--- src/rtl/gbc_pkg.sv ---
`timescale 1ns / 1ps
// ----------------------------------------------------------------------------
// Gyro bias calibrator package
// Shared widths, constants and types for the calibrator lanes, the register
// port and the top level.
// ----------------------------------------------------------------------------
package gbc_pkg;

	localparam int SAMPLE_COUNT  = 256;
	localparam int AXES          = 3;
	localparam int DATA_W        = 16;
	localparam int SUM_W         = 24;
	localparam int CNT_W         = $clog2(SAMPLE_COUNT + 1);
	localparam int BIAS_SHIFT    = $clog2(SAMPLE_COUNT + 1) - 1;
	localparam int EARLY_SAMPLES = 10;
	localparam int STEP_W        = $clog2(SUM_W + 1);

	localparam int APB_AW = 3;
	localparam int APB_DW = 32;

	typedef logic signed [DATA_W-1:0] data_t;
	typedef logic signed [SUM_W-1:0]  sum_t;
	typedef logic [CNT_W-1:0]         cnt_t;
	typedef logic [DATA_W-1:0]        thresh_t;

	localparam cnt_t    CNT_FULL     = CNT_W'(SAMPLE_COUNT);
	localparam cnt_t    CNT_EARLY    = CNT_W'(EARLY_SAMPLES);
	localparam cnt_t    CNT_LAST     = CNT_W'(1);
	localparam thresh_t THRESH_RESET = DATA_W'(50);

	localparam logic REG_STABILITY_THRESHOLD = 1'b0;

	typedef enum logic [1:0] {
		ST_IDLE,
		ST_DIV,
		ST_COMMIT
	} state_t;

	typedef struct packed {
		logic start;
		logic clear;
		logic acc;
		logic latch;
	} lane_ctl_t;

	typedef struct packed {
		logic done;
		logic over;
	} lane_stat_t;

endpackage

--- src/rtl/gbc_lane.sv ---
`timescale 1ns / 1ps
// ----------------------------------------------------------------------------
// Gyro bias calibrator axis lane
// Holds one axis sum and bias, divides the sum by the sample count one
// quotient bit per cycle and checks the sample against the running mean.
// ----------------------------------------------------------------------------
module gbc_lane (
	input  logic                clk,
	input  logic                arst_n,
	input  gbc_pkg::lane_ctl_t  ctl,
	input  gbc_pkg::cnt_t       divisor,
	input  gbc_pkg::data_t      gyro,
	input  gbc_pkg::thresh_t    threshold,
	output gbc_pkg::lane_stat_t stat,
	output gbc_pkg::data_t      corrected
);
	import gbc_pkg::*;

	sum_t                    sum_q;
	data_t                   bias_q;
	logic                    busy_q;
	logic [STEP_W-1:0]       step_q;
	logic                    fin_q;
	logic                    chk_s1;
	logic [SUM_W-1:0]        dq_q;
	cnt_t                    rem_q;
	logic                    neg_q;
	logic signed [DATA_W:0]  diff_s1;

	sum_t                    sum_next;
	sum_t                    sum_shifted;
	logic [SUM_W-1:0]        sum_mag;
	logic [CNT_W:0]          trial;
	logic                    ge;
	cnt_t                    rem_next;
	logic [DATA_W-1:0]       mean16;
	logic signed [DATA_W:0]  diff;
	logic [DATA_W:0]         diff_abs;

	assign sum_next    = sum_q + SUM_W'(gyro);
	assign sum_shifted = sum_next >>> BIAS_SHIFT;
	assign sum_mag     = sum_q[SUM_W-1] ? (~sum_q + SUM_W'(1)) : sum_q;

	assign trial    = {rem_q, dq_q[SUM_W-1]};
	assign ge       = trial >= {1'b0, divisor};
	assign rem_next = ge ? CNT_W'(trial - {1'b0, divisor}) : trial[CNT_W-1:0];

	assign mean16   = neg_q ? (~dq_q[DATA_W-1:0] + DATA_W'(1)) : dq_q[DATA_W-1:0];
	assign diff     = {gyro[DATA_W-1], gyro} - {mean16[DATA_W-1], mean16};
	assign diff_abs = diff_s1[DATA_W] ? (~diff_s1 + (DATA_W+1)'(1)) : diff_s1;

	assign stat.done = chk_s1;
	assign stat.over = diff_abs > {1'b0, threshold};
	assign corrected = gyro - bias_q;

	always_ff @(posedge clk or negedge arst_n) begin
		if (!arst_n) begin
			sum_q  <= '0;
			bias_q <= '0;
			busy_q <= 1'b0;
			step_q <= '0;
			fin_q  <= 1'b0;
			chk_s1 <= 1'b0;
		end else begin
			if (ctl.clear) begin
				sum_q <= '0;
			end else if (ctl.acc) begin
				sum_q <= sum_next;
			end
			if (ctl.latch) begin
				bias_q <= sum_shifted[DATA_W-1:0];
			end
			if (ctl.start) begin
				busy_q <= 1'b1;
				step_q <= STEP_W'(SUM_W);
			end else if (busy_q) begin
				step_q <= step_q - STEP_W'(1);
				if (step_q == STEP_W'(1)) begin
					busy_q <= 1'b0;
				end
			end
			fin_q  <= busy_q && (step_q == STEP_W'(1));
			chk_s1 <= fin_q;
		end
	end

	always_ff @(posedge clk) begin
		if (ctl.start) begin
			dq_q  <= sum_mag;
			rem_q <= '0;
			neg_q <= sum_q[SUM_W-1];
		end else if (busy_q) begin
			dq_q  <= {dq_q[SUM_W-2:0], ge};
			rem_q <= rem_next;
		end
		if (fin_q) begin
			diff_s1 <= diff;
		end
	end

endmodule

--- src/rtl/gbc_apb.sv ---
`timescale 1ns / 1ps
// ----------------------------------------------------------------------------
// Gyro bias calibrator register port
// APB-style access to the stability threshold register.
// ----------------------------------------------------------------------------
module gbc_apb (
	input  logic                        clk,
	input  logic                        arst_n,
	input  logic                        psel,
	input  logic                        penable,
	input  logic                        pwrite,
	input  logic [gbc_pkg::APB_AW-1:0]  paddr,
	input  logic [gbc_pkg::APB_DW-1:0]  pwdata,
	output logic [gbc_pkg::APB_DW-1:0]  prdata,
	output logic                        pready,
	output gbc_pkg::thresh_t            threshold
);
	import gbc_pkg::*;

	thresh_t threshold_q;
	logic    reg_idx;
	logic    wr_en;

	assign reg_idx   = paddr[APB_AW-1];
	assign pready    = 1'b1;
	assign wr_en     = psel && penable && pwrite && pready;
	assign threshold = threshold_q;

	always_comb begin
		prdata = '0;
		if (reg_idx == REG_STABILITY_THRESHOLD) begin
			prdata = APB_DW'(threshold_q);
		end
	end

	always_ff @(posedge clk or negedge arst_n) begin
		if (!arst_n) begin
			threshold_q <= THRESH_RESET;
		end else if (wr_en && (reg_idx == REG_STABILITY_THRESHOLD)) begin
			threshold_q <= pwdata[DATA_W-1:0];
		end
	end

endmodule

--- src/rtl/gyro_bias_calibrator.sv ---
`timescale 1ns / 1ps
// ----------------------------------------------------------------------------
// Gyro bias calibrator
// Estimates the gyro bias over a still period and removes it from the samples.
// ----------------------------------------------------------------------------
// Input transfers carry either a start command (func high) or one gyro and
// accel sample. A start command restarts calibration and gives no result.
// While calibrating, each sample after the first eleven is compared with the
// running mean on every axis; three lanes each divide their axis sum by the
// number of samples taken with a one-bit-per-cycle divider and the merge logic
// restarts calibration on motion, dropping that sample. Other samples give one
// result with zero gyro and the calibrating flag; the last one also flags
// bias_ready. After calibration, gyro results are the samples minus the bias.
// A sample that needs the stillness check passes through the 24-step divider
// and the finish and check registers of each lane before the commit state;
// any other sample goes straight to the commit state, which places the result
// in the output register; a start command keeps the port idle. A new item
// is accepted once the previous one has been placed in the output register,
// so a result may wait for the receiver while the next item is being worked
// on; a stalled receiver holds the result and, behind it, at most one item.
// Reset restarts calibration, clears the bias and sets the threshold to 50.
// ----------------------------------------------------------------------------
module gyro_bias_calibrator (
	input  logic                        clk,
	input  logic                        arst_n,
	input  logic                        psel,
	input  logic                        penable,
	input  logic                        pwrite,
	input  logic [gbc_pkg::APB_AW-1:0]  paddr,
	input  logic [gbc_pkg::APB_DW-1:0]  pwdata,
	output logic [gbc_pkg::APB_DW-1:0]  prdata,
	output logic                        pready,
	input  logic                        in_valid,
	output logic                        in_ready,
	input  logic                        func,
	input  gbc_pkg::data_t              gyro_x_in,
	input  gbc_pkg::data_t              gyro_y_in,
	input  gbc_pkg::data_t              gyro_z_in,
	input  gbc_pkg::data_t              accel_x_in,
	input  gbc_pkg::data_t              accel_y_in,
	input  gbc_pkg::data_t              accel_z_in,
	output logic                        out_valid,
	input  logic                        out_ready,
	output gbc_pkg::data_t              gyro_x_out,
	output gbc_pkg::data_t              gyro_y_out,
	output gbc_pkg::data_t              gyro_z_out,
	output gbc_pkg::data_t              accel_x_out,
	output gbc_pkg::data_t              accel_y_out,
	output gbc_pkg::data_t              accel_z_out,
	output logic                        calibrating,
	output logic                        bias_ready
);
	import gbc_pkg::*;

	state_t     state_q;
	state_t     state_next;
	cnt_t       left_q;
	data_t      gyro_q [AXES];
	data_t      accel_q [AXES];
	data_t      gyro_out_q [AXES];
	data_t      accel_out_q [AXES];
	logic       cal_q;
	logic       ready_q;
	logic       out_valid_q;

	thresh_t    threshold;
	lane_ctl_t  lane_ctl;
	lane_stat_t stat [AXES];
	data_t      corr [AXES];
	logic [AXES-1:0] done_vec;
	logic [AXES-1:0] over_vec;
	logic       done_all;
	logic       over_any;
	cnt_t       taken;
	logic       calib;
	logic       accept;
	logic       need_div;
	logic       fire;

	gbc_apb u_apb (
		.clk       (clk),
		.arst_n    (arst_n),
		.psel      (psel),
		.penable   (penable),
		.pwrite    (pwrite),
		.paddr     (paddr),
		.pwdata    (pwdata),
		.prdata    (prdata),
		.pready    (pready),
		.threshold (threshold)
	);

	for (genvar gi = 0; gi < AXES; gi++) begin : g_lane
		gbc_lane u_lane (
			.clk       (clk),
			.arst_n    (arst_n),
			.ctl       (lane_ctl),
			.divisor   (taken),
			.gyro      (gyro_q[gi]),
			.threshold (threshold),
			.stat      (stat[gi]),
			.corrected (corr[gi])
		);
		assign done_vec[gi] = stat[gi].done;
		assign over_vec[gi] = stat[gi].over;
	end

	assign done_all = &done_vec;
	assign over_any = |over_vec;
	assign taken    = CNT_FULL - left_q;
	assign calib    = left_q != '0;
	assign in_ready = state_q == ST_IDLE;
	assign accept   = in_valid && in_ready;
	assign need_div = calib && (taken > CNT_EARLY);
	assign fire     = (state_q == ST_COMMIT) && (!out_valid_q || out_ready);

	always_comb begin
		state_next = state_q;
		unique case (state_q)
			ST_IDLE: begin
				if (accept && !func) begin
					state_next = need_div ? ST_DIV : ST_COMMIT;
				end
			end
			ST_DIV: begin
				if (done_all) begin
					state_next = over_any ? ST_IDLE : ST_COMMIT;
				end
			end
			ST_COMMIT: begin
				if (fire) begin
					state_next = ST_IDLE;
				end
			end
			default: state_next = ST_IDLE;
		endcase
	end

	always_comb begin
		lane_ctl.start = accept && !func && need_div;
		lane_ctl.clear = (accept && func) || ((state_q == ST_DIV) && done_all && over_any);
		lane_ctl.acc   = fire && calib;
		lane_ctl.latch = fire && calib && (left_q == CNT_LAST);
	end

	always_ff @(posedge clk or negedge arst_n) begin
		if (!arst_n) begin
			state_q     <= ST_IDLE;
			left_q      <= CNT_FULL;
			out_valid_q <= 1'b0;
		end else begin
			state_q <= state_next;
			if (lane_ctl.clear) begin
				left_q <= CNT_FULL;
			end else if (lane_ctl.acc) begin
				left_q <= left_q - CNT_LAST;
			end
			if (fire) begin
				out_valid_q <= 1'b1;
			end else if (out_ready) begin
				out_valid_q <= 1'b0;
			end
		end
	end

	always_ff @(posedge clk) begin
		if (accept && !func) begin
			gyro_q[0]  <= gyro_x_in;
			gyro_q[1]  <= gyro_y_in;
			gyro_q[2]  <= gyro_z_in;
			accel_q[0] <= accel_x_in;
			accel_q[1] <= accel_y_in;
			accel_q[2] <= accel_z_in;
		end
		if (fire) begin
			for (int i = 0; i < AXES; i++) begin
				gyro_out_q[i]  <= calib ? data_t'(0) : corr[i];
				accel_out_q[i] <= accel_q[i];
			end
			cal_q   <= calib;
			ready_q <= calib && (left_q == CNT_LAST);
		end
	end

	assign out_valid   = out_valid_q;
	assign gyro_x_out  = gyro_out_q[0];
	assign gyro_y_out  = gyro_out_q[1];
	assign gyro_z_out  = gyro_out_q[2];
	assign accel_x_out = accel_out_q[0];
	assign accel_y_out = accel_out_q[1];
	assign accel_z_out = accel_out_q[2];
	assign calibrating = cal_q;
	assign bias_ready  = ready_q;

	a_lanes_agree: assert property (@(posedge clk) disable iff (!arst_n)
		($countones(done_vec) == 0) || ($countones(done_vec) == AXES))
		else $error("axis lanes finished their checks at different times");

	a_count_range: assert property (@(posedge clk) disable iff (!arst_n)
		left_q <= CNT_FULL)
		else $error("sample counter beyond the calibration length");

	a_div_needs_mean: assert property (@(posedge clk) disable iff (!arst_n)
		(state_q == ST_DIV) |-> (calib && (taken > CNT_EARLY)))
		else $error("stillness check running outside calibration");

	a_start_restarts: assert property (@(posedge clk) disable iff (!arst_n)
		(accept && func) |=> (left_q == CNT_FULL))
		else $error("start command did not restart calibration");

	a_commit_waits: assert property (@(posedge clk) disable iff (!arst_n)
		(out_valid_q && !out_ready && (state_q == ST_COMMIT)) |=> (state_q == ST_COMMIT))
		else $error("result committed over a stalled output transfer");

endmodule
--- config.mk ---
export PLATFORM = sky130hd
export DESIGN_NAME = gyro_bias_calibrator
export DESIGN_NICKNAME = d
export VERILOG_FILES = /design/src/rtl/gbc_pkg.sv /design/src/rtl/gbc_lane.sv /design/src/rtl/gbc_apb.sv /design/src/rtl/gyro_bias_calibrator.sv
export SDC_FILE = /design/constraint.sdc
export NUM_CORES = 1
export LEC_CHECK = 0
export BUFFER_PORTS_ARGS = -buffer_cell sky130_fd_sc_hd__buf_2
export CORE_ASPECT_RATIO = 1.1
export CORE_MARGIN = 3
export CORE_UTILIZATION = 50
export CTS_CLUSTER_SIZE = 30
export DETAILED_ROUTE_END_ITERATION = 6
export PLACE_DENSITY_LB_ADDON = 0.15
export RECOVER_POWER = 100
export SLEW_MARGIN = 10
export SYNTH_ARGS = -nofsm -noshare
export SYNTH_HDL_FRONTEND = slang
export SYNTH_SLANG_ARGS = --single-unit
--- constraint.sdc ---
create_clock -name clk -period 8.8 [get_ports clk]
set_clock_uncertainty 0.1 [all_clocks]
set_input_delay 0 -clock clk [delete_from_list [all_inputs] [get_ports clk]]
set_output_delay 0 -clock clk [all_outputs]
set_load 0.005 [all_outputs]
==> results by group <==
Floorplan
  – Row count: 96
  – Die height: 271 um
  – Die Footprint: 67100 um2
  – Core Region: 62900 um2
  – IO Pins: 272
  – Initial Util: 50.9%
  – Die width: 247 um

Worst setup path
  – Reg-to-Reg Start: state_q[0]$_DFFE_PN0P_
  – CP endpoint kind: flip-flop
  – Crit-path slowest cell: clkbuf_1
  – Cell family with the largest share of critical-path delay: buffers and inverters
  – Crit path kind: flip-flop to flip-flop
  – CP dominant cell by count: nor2_4
  – Reg2reg setup slack: 2.30 ns
  – Arrival time of the worst setup path: 6.91 ns
  – Crit path buffers/inverters: 2
  – Worst Path Required: 9.21 ns
  – Slowest stage delay, CP: 2.60 ns
  – CP Launch Type: flip-flop
  – R2R depth: 7
  – CP Cell Sequence: nand2b_1 > nor2_4 > clkbuf_1 > nand2_2 > nor2_4 > buf_4 > mux2_2
  – R2r endpoint: g_lane[0].u_lane.bias_q[12]$_DFFE_PN0P_
  – CP Max Fanout: 55
  – Worst path depth: 7

Logic synthesis
  – YS warnings: 0
  – Synth area leaders: edfxtp_1, dfrtp_1, ha_1
  – Cells after synthesis: 3238
  – Post-synth top area share: 30.0%
  – Yosys reg bits: 519
  – Synthesized area: 32000 um2
  – Synth Flop Type: edfxtp_1
  – Syn_area_per_cell: 9.89 um2
  – Async SR Flop Fraction: 33.1%
  – Number of synthesized flops with an enable pin: 320
  – Yosys cell types: 80
  – Register area share after synthesis: 45.1%
  – Area leader, netlist: edfxtp_1

Finish
  – Final #Nets: 4063
  – Layout cell share with drive strength beyond 1: 7.75%
  – Register area: 14500 um2
  – Synthesis-to-finish area growth: 17.8%
  – Filler cell count: 5301
  – Final Util: 59.9%
  – Post-route cell area: 37700 um2
  – Area of the multi-input gates: 16500 um2

STA
  – Hold Slack: 0.0400 ns
  – Unrepaired setup endpoints after global routing: false
  – Rel. slew slack: -179%
  – Setup TNS: 0 ns
  – Final worst slack: 2.30 ns
  – Final hold violation count: 0
  – Period utilisation layout: 73.9%
  – Min Clock Period, post-route: 6.50 ns
  – FMAX: 154 MHz
  – Slew at the pin closest to its max-slew limit: 4.19 ns
  – # setup viols final: 0
  – Final max-slew violation count: 559

Clock tree
  – Clk sinks: 519
  – Maximum clock path buffer count: 3
  – Total CTS buffers: 57
  – Register clock-pin slew on the reported worst setup and hold paths: 0.06 ns
  – Post-CTS Setup Inserts: 0
  – CTS tree: yes
  – H-tree depth: 2
  – Root Buffer: clkbuf_16
  – Clock latency on the worst-skew pair: 0.62 ns
  – PostCTS Resize Cnt: 0

Worst hold path
  – Worst hold path depth: 2
  – Worst Hold Path EP: gyro_q[0][23]$_DFFE_PP_
  – Hold Startpoint: gyro_y_in[7]
  – Hold Path Class: input pin to flip-flop

Pwr
  – Clock power frac: 18.9%
  – Int Pwr: 7.81 mW
  – P_leak: 15.7 nW
  – Switch share: 41.1%
  – Combinational share of power: 50.9%
  – Switching power: 5.45 mW
  – Cell Pwr Density: 351 nW/um2
  – VDD IR max: 0.232 mV
  – Sequential Power Share: 30.2%

Global route
  – Initial antenna violation count: 1
  – First-pass GRT wire length: 134000 um
  – Remaining Overflow, GRT: 0
  – Vias in the first global route: 25.7k
  – Pin count of the biggest net entering global routing: 97
  – Tot GR Track Use: 25.1%

Drt
  – Wire length per cell: 18.7 um
  – Drt via density: 5.61
  – DR DRC count: 0
  – DRT Pass-1 Iters: 5
  – Vias: 25.5k
  – Final WL: 84800 um
  – Initial DRC Count: 1417
  – Routed Antenna Nets: 0

Place
  – # port buffers: 236
  – DP HPWL: 59300 um
  – Gpl congestion: 0.926
  – Pre-CTS setup slack: 3.73 ns
  – Placed Area: 33900 um2

Flow run
  – Max-cap viol count: 11

Run status
  – Outcome: finished, violations left
  – Failing checks: max-capacitance violations, max-slew violations
-- sequential cells by signal, summed over array words and instances, names as in the netlist, 27 cells and up --
name,count
gyro_q,48
g_lane.u_lane.diff_s1,51
accel_q,48
g_lane.u_lane.dq_q,72
g_lane.u_lane.bias_q,48
g_lane.u_lane.rem_q,27
g_lane.u_lane.sum_q,72
gyro_out_q,48
accel_out_q,48
-- power groups by stage --
stage	clock network (mW)	registers [mW]	logic (mW)
after CTS	2.56	3.98	6.77
after detailed placement	0	4.03	6.66
after global routing	2.66	4.09	7.63
after global placement	0	4.00	6.44
final	2.50	4.00	6.75
after floorplan	0	3.78	5.35
-- per-stage QoR --
stage | std cells | power, mW
5_1_grt | 4536 | 14.4
3_5_place_dp | 4223 | 10.7
3_3_place_gp | 4223 | 10.4
6_report | 4537 | 13.3
2_1_floorplan | 3253 | 9.13
4_1_cts | 4534 | 13.3
-- layout by cell type (no fill, tap or decap), types with 139 or more instances in the layout --
master | synthesis | routed
o21ai_0 | 254 | 255
nand2_1 | 383 | 382
nor2_1 | 249 | 247
edfxtp_1 | 320 | 320
xnor2_1 | 162 | 162
a21oi_1 | 196 | 196
dfrtp_1 | 168 | 168
dlygate4sd3_1 | 0 | 206
ha_1 | 256 | 256
inv_1 | 157 | 157
xor2_1 | 139 | 139
-- kinds of logic after synthesis --
logic type	share of synthesized area [%]
other	0.0234
adders and majority gates	10.8
DFF	45.1
buffers and inverters	3.60
muxes	1.65
AOI/OAI and AO/OA	15.6
xor gates and xnor gates	8.23
and+or+nand+nor	15.0
-- metal layers --
metal	vias up	part of all wire [%]	GRT usage, %
met5	-	0	0
met4	0	3.8	9.57
met3	157	5.6	4.49
met2	651	49	43.7
met1	12100	41	31.1
li1	12500	-	-
-- final cells by class --
| type | count | area share (%) |
|---|---|---|
| Multi-Input combinational cell | 2463 | 43.7 |
| Sequential cell | 519 | 38.3 |
| Timing Repair Buffer | 457 | 8.42 |
| Clock buffer | 70 | 4.24 |
| Tap cell | 833 | 2.76 |
| Inverter | 158 | 1.58 |
| Clock inverter | 35 | 0.985 |
| Antenna cell | 2 | 0.0133 |
-- cell usage after synthesis, types with 41 or more instances --
library cell,instances
nand3_1,56
xor2_1,139
xnor2_1,162
a211oi_1,48
ha_1,256
nor3_1,77
inv_1,157
nand2_1,383
nor2_1,249
nand2b_1,50
o31ai_1,42
a21oi_1,196
edfxtp_1,320
o21ai_0,254
dfrtp_1,168
clkbuf_1,73
a21o_1,41
-- worst max path at each step --
| stage | endpoint | slack, ns | from |
|---|---|---|---|
| after floorplan | g_lane[0].u_lane.bias_q[14]$_DFFE_PN0P_ | 1.83 | state_q[0]$_DFFE_PN0P_ |
| after global placement | g_lane[2].u_lane.sum_q[22]$_DFFE_PN0P_ | 3.85 | g_lane[0].u_lane.diff_s1[0]$_DFFE_PP_ |
| after CTS | g_lane[2].u_lane.sum_q[22]$_DFFE_PN0P_ | 3.70 | g_lane[0].u_lane.diff_s1[0]$_DFFE_PP_ |
| final | g_lane[0].u_lane.bias_q[12]$_DFFE_PN0P_ | 2.30 | state_q[0]$_DFFE_PN0P_ |
| after global routing | g_lane[0].u_lane.bias_q[12]$_DFFE_PN0P_ | 1.78 | state_q[0]$_DFFE_PN0P_ |
| after detailed placement | g_lane[2].u_lane.sum_q[22]$_DFFE_PN0P_ | 3.73 | g_lane[0].u_lane.diff_s1[0]$_DFFE_PP_ |
-- repair_timing --
| item | 4_1_cts | 5_1_grt |
|---|---|---|
| hold buffers | 206 | 1 |
| endpoints found under the setup margin | 0 | 0 |
| endpoints found under the hold margin | 218 | 1 |
Power figures use the tool's default switching activity.
